### src/rtl/mots_pkg.sv
// -----------------------------------------------------------------------------
// Median of two sorted arrays: shared package
// Sizes, payload types and the control records passed between the units.
// -----------------------------------------------------------------------------
package mots_pkg;

   // Number of elements that each array can hold.
   localparam int unsigned DEPTH = 1024;

   // Address width of one store and width of an element count (0..DEPTH).
   localparam int unsigned ADDR_W = (DEPTH > 1) ? $clog2(DEPTH) : 1;
   localparam int unsigned CNT_W  = $clog2(DEPTH + 1);

   // Element and result widths.
   localparam int unsigned ELEM_W = 32;
   localparam int unsigned MED_W  = 33;

   // Array selector codes.
   localparam logic SEL_FIRST  = 1'b0;
   localparam logic SEL_SECOND = 1'b1;

   // One input item.
   typedef struct packed {
      logic signed [ELEM_W-1:0] element_value;
      logic                     func;
      logic                     carries_element;
      logic                     last_item;
   } req_type;

   // One result item.
   typedef struct packed {
      logic signed [MED_W-1:0] median_doubled;
      logic                    both_empty;
      logic                    overflowed;
   } rsp_type;

   // Request to start a merge walk over the loaded elements.
   typedef struct packed {
      logic             valid;
      logic [CNT_W-1:0] first_count;
      logic [CNT_W-1:0] second_count;
   } walk_start_type;

   // Completion of a merge walk.
   typedef struct packed {
      logic                    done;
      logic signed [MED_W-1:0] median_doubled;
   } walk_result_type;

endpackage

### src/rtl/mots_walk.sv
// -----------------------------------------------------------------------------
// Merge walker
// Walks both stores in ascending merge order, one element per cycle up to the
// upper middle, which waits for a free output, and sums the two middle elements.
// -----------------------------------------------------------------------------
module mots_walk (
   input  logic                                clock,
   input  logic                                reset,
   input  mots_pkg::walk_start_type            start,
   input  logic                                out_free,
   input  logic [mots_pkg::ELEM_W-1:0]         first_q,
   input  logic [mots_pkg::ELEM_W-1:0]         second_q,
   output logic [mots_pkg::ADDR_W-1:0]         first_rd_addr,
   output logic [mots_pkg::ADDR_W-1:0]         second_rd_addr,
   output logic                                busy,
   output mots_pkg::walk_result_type           result
);

   typedef enum logic {
      IDLE,
      WALK
   } state_type;

   state_type                   state_ff, state_in;
   logic [mots_pkg::CNT_W-1:0]  i_ff, i_in;
   logic [mots_pkg::CNT_W-1:0]  j_ff, j_in;
   logic [mots_pkg::CNT_W-1:0]  k_ff, k_in;
   logic [mots_pkg::CNT_W-1:0]  m_ff, m_in;
   logic [mots_pkg::CNT_W-1:0]  n_ff, n_in;
   logic [mots_pkg::CNT_W-1:0]  lo_ff, lo_in;
   logic [mots_pkg::CNT_W-1:0]  hi_ff, hi_in;
   logic [mots_pkg::ELEM_W-1:0] lo_val_ff, lo_val_in;

   logic [mots_pkg::CNT_W:0]    total;
   logic [mots_pkg::CNT_W:0]    total_less;
   logic                        take_first;
   logic [mots_pkg::ELEM_W-1:0] cur;
   logic [mots_pkg::ELEM_W-1:0] lo_sel;
   logic                        last_step;
   logic                        advance;

   // Position bounds of the two middle elements.
   assign total      = {1'b0, start.first_count} + {1'b0, start.second_count};
   assign total_less = total - {{mots_pkg::CNT_W{1'b0}}, 1'b1};

   // Head selection; a tie goes to the first array.
   always_comb begin
      priority if (i_ff >= m_ff) begin
         take_first = 1'b0;
      end else if (j_ff >= n_ff) begin
         take_first = 1'b1;
      end else begin
         take_first = ($signed(first_q) <= $signed(second_q));
      end
   end

   assign cur       = take_first ? first_q : second_q;
   assign last_step = (k_ff == hi_ff);
   assign advance   = (state_ff == WALK) && (!last_step || out_free);
   assign lo_sel    = (k_ff == lo_ff) ? cur : lo_val_ff;

   // Next-state logic.
   always_comb begin
      state_in  = state_ff;
      i_in      = i_ff;
      j_in      = j_ff;
      k_in      = k_ff;
      m_in      = m_ff;
      n_in      = n_ff;
      lo_in     = lo_ff;
      hi_in     = hi_ff;
      lo_val_in = lo_val_ff;
      unique case (state_ff)
         IDLE: begin
            i_in = '0;
            j_in = '0;
            k_in = '0;
            if (start.valid) begin
               state_in = WALK;
               m_in     = start.first_count;
               n_in     = start.second_count;
               hi_in    = total[mots_pkg::CNT_W:1];
               lo_in    = total_less[mots_pkg::CNT_W:1];
            end
         end
         WALK: begin
            if (advance) begin
               if (k_ff == lo_ff) begin
                  lo_val_in = cur;
               end
               if (last_step) begin
                  state_in = IDLE;
                  i_in     = '0;
                  j_in     = '0;
                  k_in     = '0;
               end else begin
                  k_in = k_ff + 1'b1;
                  if (take_first) begin
                     i_in = i_ff + 1'b1;
                  end else begin
                     j_in = j_ff + 1'b1;
                  end
               end
            end
         end
         default: begin
            state_in = IDLE;
         end
      endcase
   end

   // State and walk registers.
   always_ff @(posedge clock) begin
      if (reset) begin
         state_ff <= IDLE;
         i_ff     <= '0;
         j_ff     <= '0;
         k_ff     <= '0;
      end else begin
         state_ff <= state_in;
         i_ff     <= i_in;
         j_ff     <= j_in;
         k_ff     <= k_in;
      end
      m_ff      <= m_in;
      n_ff      <= n_in;
      lo_ff     <= lo_in;
      hi_ff     <= hi_in;
      lo_val_ff <= lo_val_in;
   end

   // Reads follow the next pointers so that the read data matches the heads.
   assign first_rd_addr  = i_in[mots_pkg::ADDR_W-1:0];
   assign second_rd_addr = j_in[mots_pkg::ADDR_W-1:0];

   assign busy                  = (state_ff == WALK);
   assign result.done           = advance && last_step;
   assign result.median_doubled = {lo_sel[mots_pkg::ELEM_W-1], lo_sel}
                                + {cur[mots_pkg::ELEM_W-1], cur};

endmodule

### config.mk
export PLATFORM = sky130hd
export DESIGN_NAME = mots_walk
export DESIGN_NICKNAME = d
export VERILOG_FILES = /design/src/rtl/mots_pkg.sv /design/src/rtl/mots_walk.sv
export SDC_FILE = /design/constraint.sdc
export NUM_CORES = 1
export LEC_CHECK = 0
export BUFFER_PORTS_ARGS = -buffer_cell sky130_fd_sc_hd__buf_2
export CAP_MARGIN = 25
export CELL_PAD_IN_SITES_DETAIL_PLACEMENT = 0
export CELL_PAD_IN_SITES_GLOBAL_PLACEMENT = 1
export CORE_AREA = 2 2 139 141
export CTS_CLUSTER_DIAMETER = 30
export DETAILED_ROUTE_END_ITERATION = 12
export DIE_AREA = 0 0 141 143
export GPL_ROUTABILITY_DRIVEN = 1
export PLACE_DENSITY = 0.95
export SYNTH_ARGS = -nofsm -noshare
export SYNTH_HDL_FRONTEND = slang
export SYNTH_SLANG_ARGS = --single-unit
### constraint.sdc
create_clock -name clock -period 12.66 [get_ports clock]
set_input_delay 2.532 -clock clock [delete_from_list [all_inputs] [get_ports clock]]
set_output_delay 2.532 -clock clock [all_outputs]
set_load 0.03 [all_outputs]
### Yosys cells after proc, flatten, opt, wreduce, memory -nomap -nowiden

Index checks and enable logic that the tools add are counted.

| word-level totals | value |
|---|---|
| bits of input ports | 90 |
| flip-flop bits (word level) | 110 |
| output and inout bits | 55 |

| operators by class | value |
|---|---|
| equality and inequality tests | 5 |
| reduce and logical (&&, ||, !) cells | 8 |
| bitwise gates (word level) | 1 |
| muxes and demuxes | 19 |
| magnitude comparators | 3 |
| $add $sub $neg | 6 |

Operator list:

| operator | count |
|---|---|
| 2-to-1 mux 11 bit | 8 |
| case mux 11 bit (2 select lines) | 3 |
| 2-to-1 mux 32 bit | 2 |
| adder 11 x 1 -> 11 bit (second input constant) | 3 |
| adder 32 x 32 -> 33 bit | 1 |
| <= comparator 32 bit | 1 |
| == test 11 bit | 2 |
| >= comparator 11 bit | 2 |
| adder 11 x 11 -> 12 bit | 1 |
| subtractor 12 x 1 -> 12 bit (second input constant) | 1 |
| AND reduction 2 bit | 4 |
| 2-to-1 mux 1 bit | 5 |
| inequality test 3 x 1 -> 1 bit (second input constant) | 1 |
| inequality test 3 x 2 -> 1 bit (second input constant) | 1 |
| logical AND 1 bit | 2 |
| inequality test 2 x 1 -> 1 bit (second input constant) | 1 |
| case mux 1 bit (2 select lines) | 1 |
| zero test 1 bit | 1 |
| logical OR 1 bit | 1 |
| NOT 1 bit | 1 |

### Longest topological paths before layout

Gate-level depths: netlist of the first run.

| depth | value |
|---|---|
| word-level depth | 7 |
| mapped depth | 22 |

### Least setup slack after synthesis of the first run

OpenSTA, ideal clock, no wires.

| path | value |
|---|---|
| path kind | input -> output |
| start point | input port second_q[14] (netlist name) |
| end point | output port result[27] (netlist name) |
| buffers on the path | 2 |
| slack | 2.730 ns |
| arrival time | 7.398 ns |
| stages on the path | 21 |
| cells stage by stage | inv_1 -> ha_1 -> a21oi_1 -> nand2_1 -> a221oi_1 -> o211ai_1 -> a211oi_4 -> o21a_1 -> buf_2 -> mux2_2 -> mux2_2 -> ha_1 -> clkbuf_1 -> and3_1 -> nand2_1 -> nor2_1 -> a211o_1 -> a21o_1 -> a2111oi_0 -> nor2_1 -> xor2_1 |

RTL lines:

| what | line | source |
|---|---|---|
| from (decl) | mots_walk.sv:12 | `input logic [mots_pkg::ELEM_W-1:0] second_q,` |
| to (decl) | mots_walk.sv:16 | `output mots_pkg::walk_result_type result` |

==> metrics.yaml, run 1 <==
sta:
  finalHoldViolations: 0
  fmax_mhz: 89.9
  setup_ws_ps: 1540
  maxSlewViolCount: 0
  finalClockSkew_ps: 12.1
  hold_ws_ps: 538
  setup_tns_ps: 0
  fin_crit_sh_pct: 87.8
  maxSlewHeadroom_pct: 30.1
  rsz0062_at_grt: "false"
  min_period_ps: 11120
  worstMarginPinSlew_ps: 1020
  setup_viol: 0
global_routing:
  grt_pass1_vias: 7006
  grt_use_total_pct: 21.6
  grt_pass1_wl_um: 34900
  antenna_found_initial: 0
  grt_max_degree: 46
  grt.overflow.total: 0
synth:
  postSynth.asyncResetShare_pct: 0
  ys_types: 64
  ys_warn_count: 0
  syn_inst: 938
  ys_seq_elements: 110
  syn-num-nets: 1131
  avgSynthCellArea_um2: 9.44
  synth_flop_cell: "edfxtp_1"
  ys_seq_area_share_pct: 33.5
  synth_edf_count: 76
  synthesis.area_um2: 8850
route:
  finalWirelength_um: 22100
  via_count: 7467
  ant_nets: 0
  drt_first_pass_iters: 5
  drc: 0
  avgRoutedWirePerCell_um: 17.1
  first_iter_violations: 470
  via_per_inst: 5.77
clocking:
  cts_root_buf: "clkbuf_16"
  cts_buffer_depth: 2
  cts_hold_buffers: 0
  cts.repair.resized: 0
  postCtsSetupBuffers: 0
  cts_sinks: 110
  h-tree-depth: 3
  insertion_delay_ps: 370
  clk_pin_slew_worst_paths_ps: 80
  cts_tree: "yes"
  cts_made_buffers: 9
setup_path:
  cpPeakStageDelay_ps: 950
  cp.required_ps: 10130
  cp_slowest_cell: "a2111oi_0"
  start_kind: "input pin"
  end_kind: "output pin"
  crit_arrival_ps: 8590
  worstPathMaxFanout: 12
  critical_path_class: "input pin to output pin"
  crit_chain: "buf_2 > ha_1 > nand4_1 > nor2_1 > a221oi_1 > o211ai_1 > a211oi_4 > o21ai_2 > mux2_1 > mux2_2 > ha_1 > fa_1 > a211oi_1 > o31ai_1 > a2111oi_0 > nor2_1 > and2_1 > a21boi_1 > o21ai_0 > xor2_1 > buf_2"
power_and_ir_drop:
  p_leak_nw: 4.52
  clockPowerShare_pct: 25.1
  powerDensity_nw_per_um2: 125
  power.internal_mw: 0.756
  power_frac_seq_pct: 33.8
  peakVddDrop_mv: 0.0954
  power_frac_comb_pct: 41.1
  sw_frac_of_total_pct: 39.2
  switchingPower_mw: 0.487
  power.total_mw: 1.24
run_status:
  status: "completed"
finish:
  fin_util_pct: 53.8
  fin_area_um2: 9990
  fin_cells: 1293
  area_growth_pct: 12.8
  n_antenna_cell: 0
  finalNetCount: 1247
  drive_gt1_share_pct: 23.2
die:
  core-area_um2: 18600
  die_w_um: 141
  die_h_um: 143
  rows: 50
  dieArea_um2: 20200
  initial_utilization_pct: 47.7
  io_pins: 145
placed_design:
  dp_cells: 1277
  dp_hpwl_um: 17600
  gp_congestion: 0.860
  place_ws_ps: 1690
  postPlaceCellArea_um2: 9660
  io_buffers: 144
run:
  cap_violations: 0
worst_hold_path:
  hold_class: "flop to flop"
## power by group through the flow
stage	Combinational, mW	Sequential, mW	Clock, mW
global placement	0.503	0.428	0
global route	0.556	0.423	0.329
detailed placement	0.509	0.429	0
CTS	0.511	0.421	0.317
floorplan	0.377	0.426	0
finish	0.511	0.421	0.312
## kinds of logic after synthesis
logic type | share of synthesized area (%)
fa+ha+maj | 14.7
buf+inv | 6.05
flops | 33.5
xor+xnor | 7.42
compound gates | 16.0
simple gates | 14.1
mux | 8.27
## metal layers
| metal | global-route usage [%] | wire length, um | up-vias |
|---|---|---|---|
| li1 | - | - | 3695 |
| met1 | 30.6 | 10600 | 3501 |
| met2 | 34.6 | 9920 | 238 |
| met3 | 2.21 | 1050 | 33 |
| met4 | 7.42 | 506 | 0 |
| met5 | 0 | 0 | - |
## synthesized netlist by cell type (9+ instances only)
cell type  instances  share of area [%]
a21o_1            22                1.9
a21oi_1           69                3.9
a31oi_1           20                1.4
and3_1            12               0.85
buf_4             20                1.7
clkbuf_1          15               0.64
dfxtp_1           34                7.7
edfxtp_1          76                 26
ha_1             101                 14
inv_1             73                3.1
mux2_2            63                8.0
nand2_1           65                2.8
nand3_1           35                2.0
nand4_1           14               0.99
nor2_1            57                2.4
nor3_1            13               0.73
o211ai_1          18                1.5
o21ai_0           23                1.3
o31ai_1            9               0.76
or4_1             12                1.0
xnor2_1           26                2.6
xor2_1            49                4.8
## worst paths after layout
kind                    start            end  slack [ps]  depth (start not counted)
setup / recovery  first_q[14]     result[24]        1540                         21
hold / removal       j_ff[10]       j_ff[10]         540                          2
setup reg to reg      j_ff[6]  lo_val_ff[31]        8940                         10
hold reg to reg      j_ff[10]       j_ff[10]         540                          2
## area by class of cell
cell class	instances	area (um2)
Clock buffer	9	225
Clock inverter	7	97.6
Fill cell	1656	8590
Inverter	73	274
Multi-Input combinational cell	710	5370
Sequential cell	110	2960
Tap cell	234	293
Timing Repair Buffer	150	769
## worst max-delay path, delay by kind of cell
kind	cells	cell delay (ps)
AO/OA/AOI/OAI	9	3150
adder cells (fa/ha/maj)	3	990
AND/OR/NAND/NOR	4	730
buffers and inverters	2	330
XOR/XNOR	1	180
multiplexers	2	690
## registers in the layout (all words and copies together) (netlist names)
signal     count
busy           1
k_ff          11
hi_ff         11
lo_val_ff     32
j_ff          11
m_ff          11
lo_ff         11
n_ff          11
i_ff          11
## placed cells by master (no fill, tap or decap), drive strengths merged, types with 18 or more instances in the layout
cell type	n
a21o	22
a21oi	69
a31oi	20
buf	150
dfxtp	34
edfxtp	76
ha	101
inv	78
mux2	65
nand2	65
nand3	35
nor2	58
o211ai	18
o21ai	28
xnor2	26
xor2	49
No activity file was read; power rests on OpenSTA's default activity.
==> inputs of run 2 (changes only) <==
Settings changed: ABC_AREA from default to 1, CORE_AREA 2 2 139 141 to 2 2 148 150, DIE_AREA 0 0 141 143 to 0 0 150 152, PLACE_DENSITY 0.95 to 0.94.
==> metrics.yaml, run 2 <==
run_status:
  status: "completed"  # unchanged
synth:
  ys_types: 48  # was 64
  synth_edf_count: 76  # unchanged
  synthesis.area_um2: 9590  # was 8850 um2
  syn_inst: 1262  # was 938
  synth_top_area_share_pct: 23.8  # was 25.8%
  synth_common_cells: "nand2_1, inv_1, ha_1"  # was ha_1, edfxtp_1, inv_1
  synth_area_leaders: "edfxtp_1, ha_1, nand2_1, inv_1, dfxtp_1"  # was edfxtp_1, ha_1, mux2_2, dfxtp_1, xor2_1
  synth_most_common_cell: "nand2_1"  # was ha_1
  postSynth.asyncResetShare_pct: 0  # unchanged
  ys_seq_area_share_pct: 30.9  # was 33.5%
  syn-num-nets: 1455  # was 1131
  avgSynthCellArea_um2: 7.60  # was 9.44 um2
  yosysTopAreaCell: "edfxtp_1"  # unchanged
  ys_warn_count: 0  # unchanged
  synth_flop_cell: "edfxtp_1"  # unchanged
  ys_seq_elements: 110  # unchanged
clocking:
  postCtsSetupBuffers: 0  # unchanged
  cts_hold_buffers: 0  # unchanged
  h-tree-depth: 3  # unchanged
  cts_tree: "yes"  # unchanged
  cts_sinks: 110  # unchanged
  cts_buffer_depth: 2  # unchanged
  insertion_delay_ps: 360  # was 370 ps
  cts_made_buffers: 9  # unchanged
  cts.repair.resized: 0  # unchanged
  clk_pin_slew_worst_paths_ps: 70  # was 80 ps
  cts_root_buf: "clkbuf_16"  # unchanged
finish:
  fill_cells: 2128  # was 1656
  final_common_cell: "nand2_1"  # was buf_2
  n_antenna_cell: 0  # unchanged
  largest-register: "lo_val_ff"  # unchanged
  finalNetCount: 1568  # was 1247
  fin_area_um2: 10700  # was 9990 um2
  drive_gt1_share_pct: 18.0  # was 23.2%
  largest_reg_flops: 32  # unchanged
  area_growth_pct: 11.5  # was 12.8%
  final_cell_mix: "nand2_1, inv_1, buf_2"  # was buf_2, ha_1, edfxtp_1
worst_hold_path:
  hold_class: "flop to flop"  # unchanged
placed_design:
  dp_hpwl_um: 18700  # was 17600 um
  io_buffers: 144  # unchanged
  gp_congestion: 0.928  # was 0.860
  postPlaceCellArea_um2: 10400  # was 9660 um2
global_routing:
  grt_max_degree: 68  # was 46
  grt_util_met1_pct: 27.1  # was 30.6%
  grt_use_total_pct: 20.0  # was 21.6%
  met3_usage_pct: 2.58  # was 2.21%
  top_usage_layer: "met2"  # unchanged
  grt_pass1_vias: 7842  # was 7006
  antenna_found_initial: 0  # unchanged
  use_met2_pct: 34.6  # about the same
  grt.overflow.total: 0  # unchanged
  grt_pass1_wl_um: 37100  # was 34900 um
sta:
  maxSlewHeadroom_pct: 34.9  # was 30.1%
  setup_tns_ps: 0  # unchanged
  finalClockSkew_ps: 18.3  # was 12.1 ps
  hold_ws_ps: 517  # was 538 ps
  setup_viol: 0  # unchanged
  fmax_mhz: 97.5  # was 89.9 MHz
  fin_crit_sh_pct: 81.0  # was 87.8%
  rsz0062_at_grt: "false"  # unchanged
  worstMarginPinSlew_ps: 976  # was 1020 ps
  maxSlewViolCount: 0  # unchanged
  min_period_ps: 10250  # was 11120 ps
  finalHoldViolations: 0  # unchanged
setup_path:
  end_kind: "output pin"  # unchanged
  cpMostUsedCell: "nand2_1"
  crit_arrival_ps: 7720  # was 8590 ps
  worstPathMaxFanout: 67  # was 12
  start_kind: "input pin"  # unchanged
  critical_path_class: "input pin to output pin"  # unchanged
  cpPeakStageDelay_ps: 710  # was 950 ps
  cp.required_ps: 10130  # about the same
  cp_slowest_cell: "inv_4"  # was a2111oi_0
power_and_ir_drop:
  clockPowerShare_pct: 21.8  # was 25.1%
  switchingPower_mw: 0.555  # was 0.487 mW
  peakVddDrop_mv: 0.0662  # was 0.0954 mV
  powerDensity_nw_per_um2: 121  # was 125 nW/um2
  power.total_mw: 1.29  # was 1.24 mW
  power.internal_mw: 0.734  # was 0.756 mW
  p_leak_nw: 5.22  # was 4.52 nW
  power_frac_seq_pct: 32.7  # was 33.8%
  sw_frac_of_total_pct: 43.0  # was 39.2%
  power_frac_comb_pct: 45.4  # was 41.1%
route:
  finalWirelength_um: 22900  # was 22100 um
  avgRoutedWirePerCell_um: 13.8  # was 17.1 um
  drc: 0  # unchanged
  via_count: 8353  # was 7467
  first_iter_violations: 362  # was 470
  drt_first_pass_iters: 5  # unchanged
  ant_nets: 0  # unchanged
  via_per_inst: 5.03  # was 5.77
die:
  io_pins: 145  # unchanged
  initial_utilization_pct: 44.9  # was 47.7%
  core-area_um2: 21400  # was 18600 um2
  dieArea_um2: 22800  # was 20200 um2
  die_w_um: 150  # was 141 um
  die_h_um: 152  # was 143 um
  rows: 54  # was 50
run:
  cap_violations: 0  # unchanged
==> run 2: cell types whose count changed after synthesis, moves of 13 or more <==
cell,delta
nand2_1,+204
o21ai_0,+27
a21o_1,-14
o211ai_1,-17
nand3_1,+19
nand2_2,+30
nor2_1,+24
inv_1,+119
mux2_2,-63
a31oi_1,-16
a21oi_1,+13
o21ai_2,+25
o21ai_1,+15
==> run 2: through the flow <==
step	utilization, %	std cells	setup WS (ps)
global placement	48.6	1643	2550
floorplan	-	1262	3830
detailed placement	48.6	1643	2440
global route	50.0	1660	1870
finish	50.0	1660	2410
CTS	49.9	1659	2430
==> run 2: layout make-up <==
cell class	instances	area (um2)	area share (%)
tap	280	350	3.28
timing repair buffer	148	763	7.14
clock buffer	9	225	2.11
inverter	198	746	6.98
multi-input combinational	908	5570	52.1
clock inverter	7	67.6	0.632
sequential	110	2960	27.7
==> run 2: kinds of logic after synthesis <==
kind of cell	Yosys count	share of synthesized area (%)
adders and majority gates	103	13.6
xor gates and xnor gates	78	7.13
AOI/OAI and AO/OA	219	13.7
DFF	110	30.9
buffers and inverters	244	11.0
and+or+nand+nor	508	23.7
==> run 2: power groups by stage <==
stage | sequential (mW) | clock [mW] | combinational, mW
CTS | 0.423 | 0.288 | 0.586
floorplan | 0.428 | 0 | 0.440
detailed placement | 0.431 | 0 | 0.584
global placement | 0.430 | 0 | 0.581
finish | 0.422 | 0.281 | 0.586
global route | 0.425 | 0.304 | 0.644
==> run 2: final timing paths <==
| path | startpoint | cells after the start | slack, ps | to |
|---|---|---|---|---|
| setup / recovery | second_q[9] | 30 | 2410 | result[24] |
| hold / removal | j_ff[9] | 2 | 520 | j_ff[9] |
| setup reg to reg | j_ff[6] | 14 | 9360 | lo_val_ff[31] |
| hold reg to reg | j_ff[9] | 2 | 520 | j_ff[9] |
==> run 2: metal layers <==
metal / vias to the layer above / wire, um
met4: 0 / 103
met2: 172 / 11000
met3: 8 / 1000
met1: 3791 / 10800
li1: 4382 / -
met5: - / 0
==> run 2: worst max-delay path: cells and delay by family <==
kind | cells | cell delay, ps
buffers and inverters | 5 | 1180
XOR/XNOR | 1 | 150
adder cells (fa/ha/maj) | 2 | 720
AO/OA/AOI/OAI | 6 | 1460
AND/OR/NAND/NOR | 16 | 1630
